==> config.mk <==
export PLATFORM = sky130hd
export DESIGN_NAME = sha256_stream_hasher
export DESIGN_NICKNAME = d
export VERILOG_FILES = /design/src/sha256_pkg.sv /design/src/sha256_stream_hasher.sv
export SDC_FILE = /design/constraint.sdc
export NUM_CORES = 2
export LEC_CHECK = 0
export ABC_AREA = 1
export BUFFER_PORTS_ARGS = -buffer_cell sky130_fd_sc_hd__clkbuf_2
export CAP_MARGIN = 20
export CELL_PAD_IN_SITES_DETAIL_PLACEMENT = 1
export CELL_PAD_IN_SITES_GLOBAL_PLACEMENT = 2
export CORE_ASPECT_RATIO = 0.7
export CORE_MARGIN = 1
export CORE_UTILIZATION = 42
export CTS_CLUSTER_SIZE = 20
export DETAILED_ROUTE_END_ITERATION = 10
export PLACE_DENSITY = 0.85
export SETUP_SLACK_MARGIN = 0.2
export SLEW_MARGIN = 40
export SYNTH_ARGS = -nofsm -noshare
export SYNTH_HDL_FRONTEND = slang
export SYNTH_SLANG_ARGS = --single-unit
export TNS_END_PERCENT = 30
==> constraint.sdc <==
create_clock -name clk -period 18.8 [get_ports clk]
set_clock_uncertainty 0.15 [all_clocks]
set_input_delay 1.88 -clock clk [delete_from_list [all_inputs] [get_ports clk]]
set_output_delay 1.88 -clock clk [all_outputs]
set_load 0.1 [all_outputs]
==> src/sha256_pkg.sv <==
// ----------------------------------------------------------------------------
// sha256_pkg
// Types, constants and round functions of the SHA-256 stream hasher.
// ----------------------------------------------------------------------------
`default_nettype none

package sha256_pkg;

  localparam int unsigned BLOCK_BYTES  = 64;
  localparam int unsigned LEN_POS      = 56;
  localparam int unsigned DIGEST_WORDS = 8;
  localparam int unsigned SCHED_WORDS  = 16;
  localparam logic [7:0]  PAD_BYTE     = 8'h80;

  typedef logic [31:0] word_t;

  typedef enum logic [2:0] {
    ST_IDLE,
    ST_PAD,
    ST_ROUND,
    ST_ADD,
    ST_OUT
  } state_t;

  function automatic word_t big_sigma0(input word_t x);
    big_sigma0 = {x[1:0], x[31:2]} ^ {x[12:0], x[31:13]} ^ {x[21:0], x[31:22]};
  endfunction

  function automatic word_t big_sigma1(input word_t x);
    big_sigma1 = {x[5:0], x[31:6]} ^ {x[10:0], x[31:11]} ^ {x[24:0], x[31:25]};
  endfunction

  function automatic word_t small_sigma0(input word_t x);
    small_sigma0 = {x[6:0], x[31:7]} ^ {x[17:0], x[31:18]} ^ {3'b000, x[31:3]};
  endfunction

  function automatic word_t small_sigma1(input word_t x);
    small_sigma1 = {x[16:0], x[31:17]} ^ {x[18:0], x[31:19]} ^ {10'b0, x[31:10]};
  endfunction

  function automatic word_t init_hash(input logic [2:0] idx);
    case (idx)
      3'd0: init_hash = 32'h6a09e667;
      3'd1: init_hash = 32'hbb67ae85;
      3'd2: init_hash = 32'h3c6ef372;
      3'd3: init_hash = 32'ha54ff53a;
      3'd4: init_hash = 32'h510e527f;
      3'd5: init_hash = 32'h9b05688c;
      3'd6: init_hash = 32'h1f83d9ab;
      3'd7: init_hash = 32'h5be0cd19;
      default: init_hash = 32'h6a09e667;
    endcase
  endfunction

  function automatic word_t round_const(input logic [5:0] idx);
    case (idx)
      6'd0:  round_const = 32'h428a2f98;
      6'd1:  round_const = 32'h71374491;
      6'd2:  round_const = 32'hb5c0fbcf;
      6'd3:  round_const = 32'he9b5dba5;
      6'd4:  round_const = 32'h3956c25b;
      6'd5:  round_const = 32'h59f111f1;
      6'd6:  round_const = 32'h923f82a4;
      6'd7:  round_const = 32'hab1c5ed5;
      6'd8:  round_const = 32'hd807aa98;
      6'd9:  round_const = 32'h12835b01;
      6'd10: round_const = 32'h243185be;
      6'd11: round_const = 32'h550c7dc3;
      6'd12: round_const = 32'h72be5d74;
      6'd13: round_const = 32'h80deb1fe;
      6'd14: round_const = 32'h9bdc06a7;
      6'd15: round_const = 32'hc19bf174;
      6'd16: round_const = 32'he49b69c1;
      6'd17: round_const = 32'hefbe4786;
      6'd18: round_const = 32'h0fc19dc6;
      6'd19: round_const = 32'h240ca1cc;
      6'd20: round_const = 32'h2de92c6f;
      6'd21: round_const = 32'h4a7484aa;
      6'd22: round_const = 32'h5cb0a9dc;
      6'd23: round_const = 32'h76f988da;
      6'd24: round_const = 32'h983e5152;
      6'd25: round_const = 32'ha831c66d;
      6'd26: round_const = 32'hb00327c8;
      6'd27: round_const = 32'hbf597fc7;
      6'd28: round_const = 32'hc6e00bf3;
      6'd29: round_const = 32'hd5a79147;
      6'd30: round_const = 32'h06ca6351;
      6'd31: round_const = 32'h14292967;
      6'd32: round_const = 32'h27b70a85;
      6'd33: round_const = 32'h2e1b2138;
      6'd34: round_const = 32'h4d2c6dfc;
      6'd35: round_const = 32'h53380d13;
      6'd36: round_const = 32'h650a7354;
      6'd37: round_const = 32'h766a0abb;
      6'd38: round_const = 32'h81c2c92e;
      6'd39: round_const = 32'h92722c85;
      6'd40: round_const = 32'ha2bfe8a1;
      6'd41: round_const = 32'ha81a664b;
      6'd42: round_const = 32'hc24b8b70;
      6'd43: round_const = 32'hc76c51a3;
      6'd44: round_const = 32'hd192e819;
      6'd45: round_const = 32'hd6990624;
      6'd46: round_const = 32'hf40e3585;
      6'd47: round_const = 32'h106aa070;
      6'd48: round_const = 32'h19a4c116;
      6'd49: round_const = 32'h1e376c08;
      6'd50: round_const = 32'h2748774c;
      6'd51: round_const = 32'h34b0bcb5;
      6'd52: round_const = 32'h391c0cb3;
      6'd53: round_const = 32'h4ed8aa4a;
      6'd54: round_const = 32'h5b9cca4f;
      6'd55: round_const = 32'h682e6ff3;
      6'd56: round_const = 32'h748f82ee;
      6'd57: round_const = 32'h78a5636f;
      6'd58: round_const = 32'h84c87814;
      6'd59: round_const = 32'h8cc70208;
      6'd60: round_const = 32'h90befffa;
      6'd61: round_const = 32'ha4506ceb;
      6'd62: round_const = 32'hbef9a3f7;
      6'd63: round_const = 32'hc67178f2;
      default: round_const = 32'h428a2f98;
    endcase
  endfunction

endpackage

`default_nettype wire

==> src/sha256_stream_hasher.sv <==
// A byte that leaves the block short is stored and input stays open; the 64th byte of
//   a block starts the rounds and chain add, and no input is taken until they end.
// End of message: pad step, padded block(s) hashed (one or two), then 8 digest words.
// No byte is taken while a block is hashed or while the digest is output.
// Reset: rst_n low (synchronous) reloads the initial hash, clears byte and bit counts;
//   the block buffer is not cleared.
// ----------------------------------------------------------------------------
// sha256_stream_hasher
// SHA-256 over a byte stream: one shared round unit under a small sequencer,
// with a 16-word sliding message schedule window.
// ----------------------------------------------------------------------------
`default_nettype none

module sha256_stream_hasher (
  input  wire logic        clk,
  input  wire logic        rst_n,
  input  wire logic        in_tvalid,
  output logic             in_tready,
  input  wire logic [7:0]  in_tdata,   // [7:0] message_byte
  input  wire logic [0:0]  in_tuser,   // [0] byte_valid
  input  wire logic        in_tlast,   // message_end
  output logic             out_tvalid,
  input  wire logic        out_tready,
  output logic [31:0]      out_tdata,  // [31:0] digest_word
  output logic             out_tlast   // digest_last
);

  localparam int unsigned SW = sha256_pkg::SCHED_WORDS;
  localparam int unsigned DW = sha256_pkg::DIGEST_WORDS;

  sha256_pkg::state_t state_r, state_nxt;

  sha256_pkg::word_t w_r     [SW];
  sha256_pkg::word_t w_nxt   [SW];
  sha256_pkg::word_t v_r     [DW];
  sha256_pkg::word_t v_nxt   [DW];
  sha256_pkg::word_t chain_r [DW];
  sha256_pkg::word_t chain_nxt [DW];

  logic [5:0]  fill_r, fill_nxt;
  logic [63:0] bits_r, bits_nxt;
  logic [5:0]  rnd_r, rnd_nxt;
  logic [2:0]  ocnt_r, ocnt_nxt;
  logic        endp_r, endp_nxt;    // end seen with the byte that filled a block
  logic        fin_r, fin_nxt;      // block in flight is the last one
  logic        extra_r, extra_nxt;  // a length-only block still follows

  logic              in_acc;
  logic              out_acc;
  logic [1:0]        lane;
  sha256_pkg::word_t t1, t2, w_new;

  assign in_acc  = in_tvalid && in_tready;
  assign out_acc = out_tvalid && out_tready;
  assign lane    = ~fill_r[1:0];

  // round unit
  always_comb begin
    t1 = v_r[7] + sha256_pkg::big_sigma1(v_r[4]) +
         ((v_r[4] & v_r[5]) ^ (~v_r[4] & v_r[6])) +
         sha256_pkg::round_const(rnd_r) + w_r[0];
    t2 = sha256_pkg::big_sigma0(v_r[0]) +
         ((v_r[0] & v_r[1]) ^ (v_r[0] & v_r[2]) ^ (v_r[1] & v_r[2]));
    w_new = sha256_pkg::small_sigma1(w_r[14]) + w_r[9] +
            sha256_pkg::small_sigma0(w_r[1]) + w_r[0];
  end

  // next state
  always_comb begin
    state_nxt = state_r;
    case (state_r)
      sha256_pkg::ST_IDLE: begin
        if (in_acc) begin
          if (in_tuser[0] && (&fill_r)) begin
            state_nxt = sha256_pkg::ST_ROUND;
          end else if (in_tlast) begin
            state_nxt = sha256_pkg::ST_PAD;
          end
        end
      end
      sha256_pkg::ST_PAD: begin
        state_nxt = sha256_pkg::ST_ROUND;
      end
      sha256_pkg::ST_ROUND: begin
        if (&rnd_r) begin
          state_nxt = sha256_pkg::ST_ADD;
        end
      end
      sha256_pkg::ST_ADD: begin
        if (endp_r) begin
          state_nxt = sha256_pkg::ST_PAD;
        end else if (fin_r) begin
          state_nxt = sha256_pkg::ST_OUT;
        end else if (extra_r) begin
          state_nxt = sha256_pkg::ST_ROUND;
        end else begin
          state_nxt = sha256_pkg::ST_IDLE;
        end
      end
      sha256_pkg::ST_OUT: begin
        if (out_acc && (ocnt_r == 3'(DW - 1))) begin
          state_nxt = sha256_pkg::ST_IDLE;
        end
      end
      default: state_nxt = sha256_pkg::ST_IDLE;
    endcase
  end

  // outputs
  always_comb begin
    in_tready  = (state_r == sha256_pkg::ST_IDLE);
    out_tvalid = (state_r == sha256_pkg::ST_OUT);
    out_tdata  = chain_r[0];
    out_tlast  = (ocnt_r == 3'(DW - 1));
  end

  // datapath
  always_comb begin
    w_nxt     = w_r;
    v_nxt     = v_r;
    chain_nxt = chain_r;
    fill_nxt  = fill_r;
    bits_nxt  = bits_r;
    rnd_nxt   = rnd_r;
    ocnt_nxt  = ocnt_r;
    endp_nxt  = endp_r;
    fin_nxt   = fin_r;
    extra_nxt = extra_r;
    case (state_r)
      sha256_pkg::ST_IDLE: begin
        v_nxt   = chain_r;
        rnd_nxt = '0;
        if (in_acc) begin
          if (in_tuser[0]) begin
            w_nxt[fill_r[5:2]][{lane, 3'b000} +: 8] = in_tdata[7:0];
            fill_nxt = fill_r + 6'd1;  // wraps to zero on a full block
            bits_nxt = bits_r + 64'd8;
          end
          endp_nxt = in_tlast;
        end
      end
      sha256_pkg::ST_PAD: begin
        v_nxt    = chain_r;
        rnd_nxt  = '0;
        endp_nxt = 1'b0;
        for (int j = 0; j < SW; j++) begin
          for (int b = 0; b < 4; b++) begin
            if (6'(4 * j + b) == fill_r) begin
              w_nxt[j][8 * (3 - b) +: 8] = sha256_pkg::PAD_BYTE;
            end else if (6'(4 * j + b) > fill_r) begin
              w_nxt[j][8 * (3 - b) +: 8] = 8'h00;
            end
          end
        end
        if (fill_r < 6'(sha256_pkg::LEN_POS)) begin
          w_nxt[SW - 2] = bits_r[63:32];
          w_nxt[SW - 1] = bits_r[31:0];
          fin_nxt       = 1'b1;
          extra_nxt     = 1'b0;
        end else begin
          fin_nxt   = 1'b0;
          extra_nxt = 1'b1;
        end
      end
      sha256_pkg::ST_ROUND: begin
        for (int j = 0; j < SW - 1; j++) begin
          w_nxt[j] = w_r[j + 1];
        end
        w_nxt[SW - 1] = w_new;
        v_nxt[0] = t1 + t2;
        v_nxt[1] = v_r[0];
        v_nxt[2] = v_r[1];
        v_nxt[3] = v_r[2];
        v_nxt[4] = v_r[3] + t1;
        v_nxt[5] = v_r[4];
        v_nxt[6] = v_r[5];
        v_nxt[7] = v_r[6];
        rnd_nxt  = rnd_r + 6'd1;
      end
      sha256_pkg::ST_ADD: begin
        for (int i = 0; i < DW; i++) begin
          chain_nxt[i] = chain_r[i] + v_r[i];
        end
        v_nxt   = chain_nxt;
        rnd_nxt = '0;
        if (!endp_r && fin_r) begin
          fill_nxt = '0;
          bits_nxt = '0;
          ocnt_nxt = '0;
        end else if (!endp_r && extra_r) begin
          // length-only block after a pad that spilled past byte 55
          for (int j = 0; j < SW - 2; j++) begin
            w_nxt[j] = '0;
          end
          w_nxt[SW - 2] = bits_r[63:32];
          w_nxt[SW - 1] = bits_r[31:0];
          extra_nxt     = 1'b0;
          fin_nxt       = 1'b1;
        end
      end
      sha256_pkg::ST_OUT: begin
        if (out_acc) begin
          for (int i = 0; i < DW - 1; i++) begin
            chain_nxt[i] = chain_r[i + 1];
          end
          chain_nxt[DW - 1] = '0;
          ocnt_nxt = ocnt_r + 3'd1;
          if (ocnt_r == 3'(DW - 1)) begin
            for (int i = 0; i < DW; i++) begin
              chain_nxt[i] = sha256_pkg::init_hash(3'(i));
            end
            fin_nxt = 1'b0;
          end
        end
      end
      default: begin
        rnd_nxt = '0;
      end
    endcase
  end

  always_ff @(posedge clk) begin
    if (!rst_n) begin
      state_r <= sha256_pkg::ST_IDLE;
      fill_r  <= '0;
      bits_r  <= '0;
      rnd_r   <= '0;
      ocnt_r  <= '0;
      endp_r  <= 1'b0;
      fin_r   <= 1'b0;
      extra_r <= 1'b0;
      for (int i = 0; i < DW; i++) begin
        chain_r[i] <= sha256_pkg::init_hash(3'(i));
      end
    end else begin
      state_r <= state_nxt;
      fill_r  <= fill_nxt;
      bits_r  <= bits_nxt;
      rnd_r   <= rnd_nxt;
      ocnt_r  <= ocnt_nxt;
      endp_r  <= endp_nxt;
      fin_r   <= fin_nxt;
      extra_r <= extra_nxt;
      chain_r <= chain_nxt;
    end
  end

  always_ff @(posedge clk) begin
    w_r <= w_nxt;
    v_r <= v_nxt;
  end

endmodule

`default_nettype wire

==> metrics.md <==
| Metric | Value |
|---|---|
| Mapped Area | around 86000 um^2 |
| GRT overflow | 0 |
| DR pass1 iterations | 7 |
| Commonest non-fill, non-tap cell in the layout | nand2_1 |
| Initial antenna violation count | 23 |
| Layout cell share with drive strength beyond 1 | 4.67% |
| Flops & latches, synth | 1138 |
| DR iter-0 viols | around 13k |
| Root Driver | clkbuf_16 |
| Vias | just under 90k |
| Die Span X | about 540 um |
| WL final | around 450000 um |
| Max stage delay cell, worst path | xor2_1 |
| Vias per cell | approximately 6.3 |
| Primary flip-flop cell chosen by synthesis mapping | edfxtp_1 |
| Initial Utilization | between 40% and 50% |
| CP arrival | between 8 and 9 ns |
| Tightest Pin Transition | 1.07 ns |
| Area fraction of the dominant cell type after synthesis | a little over a quarter |
| Adder-Cell Fraction of Synth Area | a little over a tenth |
| Synthesized area per cell | ~7.4 um^2 |
| Setup Buffers After CTS | 0 |
| Die Area | 205000 um^2 |
| Input/output buffers | 48 |
| DRC violations left | 0 |
| Async set-reset flop share out of synthesis | 0% |
| Area post-placement | 88300 um^2 |
| Cts hold-fix bufs | 0 |
| Worst Setup End Kind | register |
| YS warnings | 0 |
| CTS Buf Count | about 140 |
| Clock Sinks | roughly 1.1k |
| Post-synthesis compound-gate area fraction | 17.0% |
| Setup CP Type | reg -> reg |
| Synth area leaders | edfxtp_1 27%, nand2_1 12%, dfxtp_1 8.7%, o21ai_0 6.4%, inv_1 6.0% |
| Top cell by count, worst path | fa_1 |
| FF-to-FF End | v_r[248]$_DFFE_PP_ |
| Hold Fails Final Rpt | 0 |
| Commonest cells after routing, fill and taps aside | 2812 x nand2_1, 1371 x inv_1, 1085 x o21ai_0 |
| DPL Wire Length | 354000 um |
| Setup_tns | 0 ns |
| Critical path required time | 19.15 ns |
| FMAX | between 100 and 150 MHz |
| Min-delay worst type | reg -> reg |
| Largest family of logic cells by synthesized area | simple AND/OR/NAND/NOR gates |
| Final setup viols | 0 |
| FF-to-FF setup slack | ~11 ns |
| First-pass GRT wire length | 636000 um |
| Post-synthesis xor/xnor area fraction | under 10% |
| Clk buf depth | 4 |
| Vias in the first global route | about 87k |
| Yosys cell types | 59 |
| Fin area | around 93000 um^2 |
| Die height | ~380 um |
| Status | completed |
| Max-cap violations | 0 |
| Area of the multi-input gates | 48100 um^2 |
| Launching point of the worst reg2reg path | v_r[108]$_DFFE_PP_ |
| Core Rows | 138 |
| Routed wire length per instance | around 32 um |
| Final Max Tran Viols | 0 |
| CP peak stage delay | 0.62 ns |
| CTS tree | yes |
| Core region area | just over 200000 um^2 |
| RePlAce Congestion | ~1.0 |
| Hold depth | 2 |
| Clock-pin slew on the worst setup and hold paths | around 0.06 ns |
| Register area | just over 30000 um^2 |
| CP startpoint kind | register |
| RSZ-0062 raised after global routing | false |
| Register area share after synthesis | between 30% and 40% |
| IO Pins | 49 |
| Synthesized Nets | about 12k |
| Min-delay src | extra_r$_SDFFE_PN0P_ |
| Crit path max fanout | 6 |
| Area grow syn2layout | 8.67% |
| Clk_lat worst skew | roughly 0.86 ns |
| Post-synth EDFFs | around 770 |
| CTS H-tree depth | 4 |
| # fillers | 25.1k |
| Reg2Reg Depth | 26 |
| Post-CTS sizing | 0 |
| Min Clock Period, post-route | a little over 8 ns |
| Slew HR | between 20% and 30% |
| Synth area leader | edfxtp_1 |
| Synthesized instance count | approximately 12k |
| Largest net degree at the start of global routing | roughly 140 |
| Multiplexer share of the synthesized area | less than 1% |
| GRT Util Overall | a little over two fifths |
| Fraction of the mapped netlist area in simple logic gates | 23.8% |
| Worst Hold End | extra_r$_SDFFE_PN0P_ |
| Nets | around 12k |
| Post-DRT Antenna Nets | 0 |
| Final period util | between 40% and 50% |
-- registers in the layout, indices dropped and copies added, names as in the netlist, named ones only --
signal and cells:
fill_r 6, rnd_r 6, w_r 512, extra_r 1
out_tdata 32, chain_r 224, bits_r 61, state_r 3
endp_r 1, v_r 256, fin_r 1, ocnt_r 3
-- layout make-up --
cell class	count	share of cell area, %
Antenna cell	7	0.0188
Clock buffer	178	4.06
Clock inverter	61	0.674
Inverter	1400	5.68
Multi-Input combinational cell	8501	51.8
Sequential cell	1138	32.8
Tap cell	2730	3.67
Timing Repair Buffer	158	1.32
-- synth_stat cells (13+ instances only) --
library cell	n
a22oi_1	126
a21o_1	52
nor4_1	27
nand3b_1	38
buf_4	38
a221oi_1	25
o221ai_1	51
nor2_1	841
inv_1	1378
clkbuf_1	378
buf_2	41
a21boi_0	31
a31oi_1	30
nand3_1	822
a21oi_1	788
mux2_2	13
nor3_1	119
o21ai_1	21
o211ai_1	133
o22ai_1	41
fa_1	195
or2_2	57
xor2_1	234
a211oi_1	18
o21bai_1	90
inv_2	16
edfxtp_1	768
o21a_1	23
nand4_1	143
dfxtp_1	370
nand2_1	2818
o21ai_0	1093
ha_1	398
a32oi_1	16
maj3_1	24
buf_1	29
xnor2_1	174
-- layer usage --
layer | wire (um) | GRT usage [%] | share of wire [%]
met5 | 103 | 0 | 0.023
met4 | 13600 | 11.4 | 3.0
met3 | 63100 | 13.6 | 14
met2 | 171000 | 56.0 | 38
met1 | 202000 | 65.2 | 45
-- worst max path at each step --
stage | end | slack, ns | start | depth (start not counted)
after floorplan | v_r[245]$_DFFE_PP_ | 12.50 | v_r[110]$_DFFE_PP_ | 32
after global placement | v_r[255]$_DFFE_PP_ | 11.16 | v_r[115]$_DFFE_PP_ | 26
after detailed placement | v_r[248]$_DFFE_PP_ | 10.95 | v_r[108]$_DFFE_PP_ | 26
after CTS | v_r[248]$_DFFE_PP_ | 10.90 | v_r[108]$_DFFE_PP_ | 26
after global routing | v_r[248]$_DFFE_PP_ | 10.44 | v_r[108]$_DFFE_PP_ | 26
final | v_r[248]$_DFFE_PP_ | 10.67 | v_r[108]$_DFFE_PP_ | 26
-- critical path, delay by kind of cell, from the launching register on --
family	cells	cell delay (ns)
XOR/XNOR	3	1.27
flip-flops	1	0.57
AO/OA/AOI/OAI	6	1.56
adder cells (fa/ha/maj)	7	3.16
buffers and inverters	4	0.39
AND/OR/NAND/NOR	6	0.73
-- kinds of logic (layout without fill, tap and decap cells) --
group,after synthesis,in the layout
fa+ha+maj,617,617
mux,15,15
compound gates,2563,2563
other cells,0,7
flops,1138,1138
buf+inv,1886,1797
xor+xnor,408,408
simple gates,4898,4898
-- through the flow --
step / std cells / setup slack [ns] / hold WS, ns / util [%]
finish: 14173 / 10.67 / 0.330 / 46.0
global route: 14167 / 10.44 / 0.368 / 46.0
CTS: 14161 / 10.90 / 0.329 / 45.9
detailed placement: 13922 / 10.95 / 0.316 / 43.7
global placement: 13919 / 11.16 / 0.298 / 43.6
floorplan: 11525 / 12.50 / 0.283 / -
Power is left out: the tool's default activity adds up to more than one toggle a clock period on the data nets, which glitch-free logic cannot reach.
